--- src/design/gha_pkg.sv ---
// ----------------------------------------------------------------------------
// gha_pkg
// Shared types and constants of the generational handle allocator.
// ----------------------------------------------------------------------------
`default_nettype none

package gha_pkg;

    localparam int INDEX_BITS = 12;
    localparam int GEN_BITS   = 8;
    localparam int DEPTH      = 1 << INDEX_BITS;
    localparam int CNT_BITS   = INDEX_BITS + 1;
    localparam int ACT_BITS   = 2;
    localparam int STAT_BITS  = 2;

    localparam logic [CNT_BITS-1:0] MIN_FREE_RESET = CNT_BITS'(1024);

    // action codes
    localparam logic [ACT_BITS-1:0] ACT_CREATE  = 2'd0;
    localparam logic [ACT_BITS-1:0] ACT_DESTROY = 2'd1;
    localparam logic [ACT_BITS-1:0] ACT_QUERY   = 2'd2;
    localparam logic [ACT_BITS-1:0] ACT_NOP     = 2'd3;

    // status codes
    localparam logic [STAT_BITS-1:0] ST_OK      = 2'd0;
    localparam logic [STAT_BITS-1:0] ST_NONE    = 2'd1;
    localparam logic [STAT_BITS-1:0] ST_UNALLOC = 2'd2;

    // register index, taken from paddr[2]
    localparam logic REG_MIN_FREE = 1'b0;

    typedef struct packed {
        logic [ACT_BITS-1:0]   action;
        logic [INDEX_BITS-1:0] handle_index;
        logic [GEN_BITS-1:0]   handle_generation;
    } t_req;

    typedef struct packed {
        logic [INDEX_BITS-1:0] out_index;
        logic [GEN_BITS-1:0]   out_generation;
        logic                  is_alive;
        logic [STAT_BITS-1:0]  status;
    } t_rsp;

    typedef enum logic [1:0] {
        S_IDLE,
        S_DECIDE,
        S_POP_RD,
        S_GEN_RD
    } t_state;

    typedef struct packed {
        logic ld_req;    // capture the accepted item
        logic pop;       // read free list at head, advance head
        logic ld_idx;    // take popped index, read its generation
        logic gen_rd;    // read generation of the requested index
        logic fresh;     // hand out the next fresh index
        logic emit_none; // nothing free
        logic emit_nop;  // no-op echo
        logic finish;    // result from the generation read
    } t_cmd;

    typedef struct packed {
        logic [ACT_BITS-1:0] action;
        logic                can_pop;
        logic                can_fresh;
        logic                out_free;
    } t_stat;

endpackage

`default_nettype wire

--- src/design/gha_ctrl.sv ---
// ----------------------------------------------------------------------------
// gha_ctrl
// Sequencer of the allocator: steps each item through its memory reads.
// ----------------------------------------------------------------------------
`default_nettype none

module gha_ctrl (
    input  wire logic          i_clk,
    input  wire logic          i_rst_n,
    input  wire logic          i_in_valid,
    output logic               o_in_stall,
    input  wire gha_pkg::t_stat i_stat,
    output gha_pkg::t_cmd      o_cmd
);

    gha_pkg::t_state r_state;
    gha_pkg::t_state n_state;

    always_ff @(posedge i_clk) begin
        if (!i_rst_n) begin
            r_state <= gha_pkg::S_IDLE;
        end else begin
            r_state <= n_state;
        end
    end

    always_comb begin
        n_state    = r_state;
        o_cmd      = '0;
        o_in_stall = 1'b1;
        case (r_state)
            gha_pkg::S_IDLE: begin
                o_in_stall = 1'b0;
                if (i_in_valid) begin
                    o_cmd.ld_req = 1'b1;
                    n_state      = gha_pkg::S_DECIDE;
                end
            end
            gha_pkg::S_DECIDE: begin
                case (i_stat.action)
                    gha_pkg::ACT_CREATE: begin
                        if (i_stat.can_pop) begin
                            o_cmd.pop = 1'b1;
                            n_state   = gha_pkg::S_POP_RD;
                        end else if (i_stat.out_free) begin
                            if (i_stat.can_fresh) begin
                                o_cmd.fresh = 1'b1;
                            end else begin
                                o_cmd.emit_none = 1'b1;
                            end
                            n_state = gha_pkg::S_IDLE;
                        end
                    end
                    gha_pkg::ACT_DESTROY, gha_pkg::ACT_QUERY: begin
                        o_cmd.gen_rd = 1'b1;
                        n_state      = gha_pkg::S_GEN_RD;
                    end
                    default: begin
                        if (i_stat.out_free) begin
                            o_cmd.emit_nop = 1'b1;
                            n_state        = gha_pkg::S_IDLE;
                        end
                    end
                endcase
            end
            gha_pkg::S_POP_RD: begin
                o_cmd.ld_idx = 1'b1;
                n_state      = gha_pkg::S_GEN_RD;
            end
            gha_pkg::S_GEN_RD: begin
                // read data holds while the output register is still full
                if (i_stat.out_free) begin
                    o_cmd.finish = 1'b1;
                    n_state      = gha_pkg::S_IDLE;
                end
            end
            default: begin
                n_state = gha_pkg::S_IDLE;
            end
        endcase
    end

endmodule

`default_nettype wire

--- config.mk ---
export PLATFORM = sky130hd
export DESIGN_NAME = gha_ctrl
export DESIGN_NICKNAME = d
export VERILOG_FILES = /design/src/design/gha_pkg.sv /design/src/design/gha_ctrl.sv
export SDC_FILE = /design/constraint.sdc
export NUM_CORES = 1
export LEC_CHECK = 0
export ABC_CLOCK_PERIOD_IN_PS = 1000
export BUFFER_PORTS_ARGS = -buffer_cell sky130_fd_sc_hd__buf_4
export CORE_AREA = 3 3 40 42
export DETAILED_ROUTE_END_ITERATION = 10
export DIE_AREA = 0 0 43 45
export GPL_TIMING_DRIVEN = 0
export MAX_ROUTING_LAYER = met4
export PLACE_DENSITY = 0.39
export REMOVE_ABC_BUFFERS = 1
export SYNTH_ARGS = -nofsm -noshare
export SYNTH_HDL_FRONTEND = slang
export SYNTH_SLANG_ARGS = --single-unit
--- constraint.sdc ---
create_clock -name i_clk -period 1 [get_ports i_clk]
set_input_delay 0.1 -clock i_clk [delete_from_list [all_inputs] [get_ports i_clk]]
set_output_delay 0.1 -clock i_clk [all_outputs]
set_load 0.005 [all_outputs]
# Word-level counts from Yosys, hierarchy flattened
# Cells that the tools add are included.
dict set report word_totals {
  word_cells 33
  mem_bits_rw 0
  out_inout_bits 9
  romBits 0
  reg_bits 2
  latch_bits 0
  inputBits 8
  memories 0
}
dict set report op_classes {
  reduce_logical 4
  add_sub_neg 0
  div_mod_pow 0
  order_cmp 0
  n_mux 22
  mul 0
  n_eq_ne 6
  shifts 0
  bitwise_logic 0
}
# operator count
set ops {}
lappend ops {{$mux W1} 13}
lappend ops {{$mux W2} 6}
lappend ops {{$pmux W2 S4} 1}
lappend ops {{$eq A2 B2 Y1 const B} 3}
lappend ops {{$eq A2 B1 Y1 const B} 2}
lappend ops {{$logic_not A2 Y1} 2}
lappend ops {{$mux W4} 1}
lappend ops {{$pmux W2 S2} 1}
lappend ops {{$reduce_or A3 Y1} 1}
lappend ops {{$ne A2 B2 Y1 const B} 1}
lappend ops {{$reduce_or A2 Y1} 1}

# Depth between registers and ports, before layout
dict set report logic_depth {
  ltp_word 5
  depth_mapped 5
  ltp_nobuf 5
}

# Worst setup path before layout
# No wires, ideal clock.
dict set report synth_path {
  kind {register to register}
  from {reg r_state[0]}
  to {reg r_state[1]}
  path_stages_with_launch 4
  t_arrival_ns 0.773
  setup_slack_ns 0.109
  n_path_buf 0
  period_less_slack_ns 0.891
  setup_ns 0.118
  t_required_ns 0.882
  path_cell_list {dfxtp_1 -> or2_4 -> o211ai_2 -> nor2_1}
}
dict set report synth_via {
  elab_chain_cells 2
  elab_cells_between_ends 6
  classes_between {4 x eq/ne; 1 x mux; 1 x reduce/logical}
}
# item line_no
set synth_rtl {}
lappend synth_rtl {{start, declared} gha_ctrl.sv:16} ;# gha_pkg::t_state r_state;
lappend synth_rtl {{start signal, assigned} gha_ctrl.sv:21} ;# r_state <= gha_pkg::S_IDLE;
lappend synth_rtl {{start signal, assigned} gha_ctrl.sv:23} ;# r_state <= n_state;
lappend synth_rtl {{$eq A2 B2 Y1 (tied with other cells)} gha_ctrl.sv:31} ;# case (r_state)
lappend synth_rtl {{$pmux W2 S4 or $ne A2 B2 Y1 (tied branches)} -}
# Parallel ways exist; a longest one is shown, timed or not.
# A chain may end at the register's enable or synchronous reset.

==> qor.txt <==
Outcome = complete, but fails checks
Failing checks = setup timing
Drt first pass iters = 2
Final Slew Violations = 0
GPL Wtd Cong = 0.655
Ys async rst share = 0%
Slowest-stage cell, CP = dfxtp_2
Routed wire length = 717 µm
Grt met1 use = 9.33%
H-Tree Depth = 1
Via density per instance = 4.00
Syn-to-layout area delta = 138%
Fmax = 830 MHz
Vias post-DR = 276
GR met3 Demand/Resource = 2.79%
Clock Sink Count = 2
Crit path setup slack, layout = -0.205 ns
Sequential-to-total area share from yosys stat = 19.6%
Relative slew slack = 88.1%
Core Rows = 13
Largest delay share family, worst path = buffers and inverters
Slew @ Worst Pin = 0.178 ns
IR drop worst, VDD = 361 µV
Hold_buf cts = 0
GRT Total Usage = 8.64%
Slowest stage delay, CP = 0.31 ns
Top reg by flops = r_state
Library cells used by synthesis = 15
Clk_skew = 0.00406 ns
Syn Area/Cell = 7.03 µm²
RSZ-0062 raised after global routing = yes
TNS Setup = -1.55 ns
Total congestion overflow = 0
IO buf count = 16
Post-Synthesis Cell Area = 204 µm²
Type of origin of the critical path = flop
Largest net degree at the start of global routing = 6
DRC = 0
Cell Pwr Density = 945 mW/mm²
Final layout net count = 66
Post-synth EDFFs = 0
Cell count after synthesis = 29
Final worst-path cycle share = 121%
Post-Route Utilization = 37.8%
Crit Path Max Fanout = 3
Worst Path Arrival = 1.11 ns
Placed Area = 343 µm²
# IOs = 17
Yosys warns = 0
Biggest regs = r_state: 2 flops
Initial antenna violation count = 0
WP buf/inv = 5
Post-route cell area = 485 µm²
Die ar. = 0.00194 mm²
Antenna cells = 0
Gr busiest metal = met2
Clk pin slew, worst setup/hold paths = 0.03 ns
Crit path capture type = output port
TritonCTS Buffers = 3
Met2 Use GR = 11.1%
Clock buffer depth = 2
First-pass GRT wire length = 1.14 mm
Die width = 43 µm
Starting Density = 15.9%
Core Area = 0.00128 mm²
Routed Antenna Nets = 0
Layout cell share with drive strength beyond 1 = 68.5%
Initial DRC Count = 1
Final setup viols = 11
Required time worst endpoint = 0.90 ns
TritonCTS clock tree = built
CP cell instances = buf_4, buf_6, buf_6, nand3_4, inv_2, buf_4
Post-layout power = 459 µW
Post-synth top flop = dfxtp_1
Final hold violations = 0
Synthesized flop and latch total = 2
Worst hold-check path type = in -> reg
Clock root buffer = clkbuf_4
Crit path kind = reg -> out
Max reg flops = 2
Leak = 0.254 nW
Die H = 45 µm
DR WL/cell = 10.4 µm
Layout fillers = 141
Clk_lat worst skew = 0.23 ns
Max-capacitance violation count = 0
Vias in the first global route = 280
Minimum clock period = 1.21 ns
area by class of cell:
type,instances,area (µm²),share of cell area (%)
tap,15,18.8,3.87
inverter,6,22.5,4.64
clock buffer,3,22.5,4.64
sequential,2,42.5,8.76
timing repair buffer,22,191,39.4
multi-input combinational,21,188,38.7
worst register-to-register path, stage by stage (launching register included):
cell	delay, ns
dfxtp_2	0.31
buf_4	0.13
buf_6	0.11
buf_6	0.11
nand3_4	0.06
buf_6	0.09
o211ai_2	0.07
a31oi_1	0.14
cell usage after synthesis, drive strengths merged, types with 2 or more instances:
cell	count	area [µm²]
a31oi	2	12.5
and3	2	12.5
dfxtp	2	40.0
ha	2	25.0
inv	6	22.5
nand3	2	10.0
nor2	4	15.0
nor2b	2	12.5
power by group:
| part | switching, mW | total [mW] | internal, mW |
|---|---|---|---|
| logic | 0.0731 | 0.178 | 0.105 |
| registers | 0.00598 | 0.0947 | 0.0887 |
| clock network | 0.0531 | 0.186 | 0.133 |
kinds of logic after synthesis:
logic type,after synthesis,share of synthesized area (%)
AO/OA/AOI/OAI,5,19.6
buffers and inverters,6,11.0
flip-flops,2,19.6
adder cells (fa/ha/maj),2,12.3
AND/OR/NAND/NOR,14,37.4
cells in the final DEF, fill, tap and decap left out:
cell type,Yosys,routed
a31oi_4,0,1
inv_2,0,1
nand3_4,0,1
or2_4,1,1
inv_1,6,5
a31oi_1,2,1
nand3_2,0,1
nor2_2,0,1
and2_1,1,1
and3_4,0,2
o21bai_1,1,1
a21o_1,1,1
buf_4,0,15
nand2_1,1,1
clkbuf_4,0,3
dfxtp_2,0,2
nor2b_1,2,2
ha_1,2,2
buf_6,0,7
and2b_2,0,1
nor2_1,4,3
o211ai_2,1,1
layer usage:
| layer | part of all wire (%) | wire length, µm | vias up |
|---|---|---|---|
| met2 | 51 | 369 | 13 |
| li1 | - | - | 146 |
| met1 | 36 | 261 | 115 |
| met3 | 9.6 | 69 | 2 |
| met4 | 2.4 | 17 | 0 |
| met5 | 0 | 0 | - |
per-stage QoR:
stage / hold slack, ns / instances / setup slack, ns
6_report: 0.125 / 69 / -0.205
5_1_grt: 0.141 / 69 / -0.259
4_1_cts: 0.117 / 67 / -0.206
3_5_place_dp: 0.370 / 60 / -0.0387
3_3_place_gp: 0.373 / 60 / -0.0489
2_1_floorplan: 0.231 / 29 / 0.109
final timing paths:
| check | start | to | slack (ns) | cells past startpoint |
|---|---|---|---|---|
| setup reg to reg | r_state[1]$_SDFFE_PN0P_ | r_state[0]$_SDFFE_PN0P_ | -0.09 | 7 |
| hold / removal | i_rst_n | r_state[1]$_SDFFE_PN0P_ | 0.12 | 3 |
| setup / recovery | r_state[1]$_SDFFE_PN0P_ | o_cmd[0] | -0.21 | 6 |
| hold reg to reg | r_state[1]$_SDFFE_PN0P_ | r_state[1]$_SDFFE_PN0P_ | 0.65 | 3 |
what timing repair did:
item | 4_1_cts | 5_1_grt
setup buffers | 4 | 2
resized for setup | 11 | 8
setup endpoints to repair | 8 | 11
pin swaps | 5 | 5
Power figures use the tool's default switching activity.
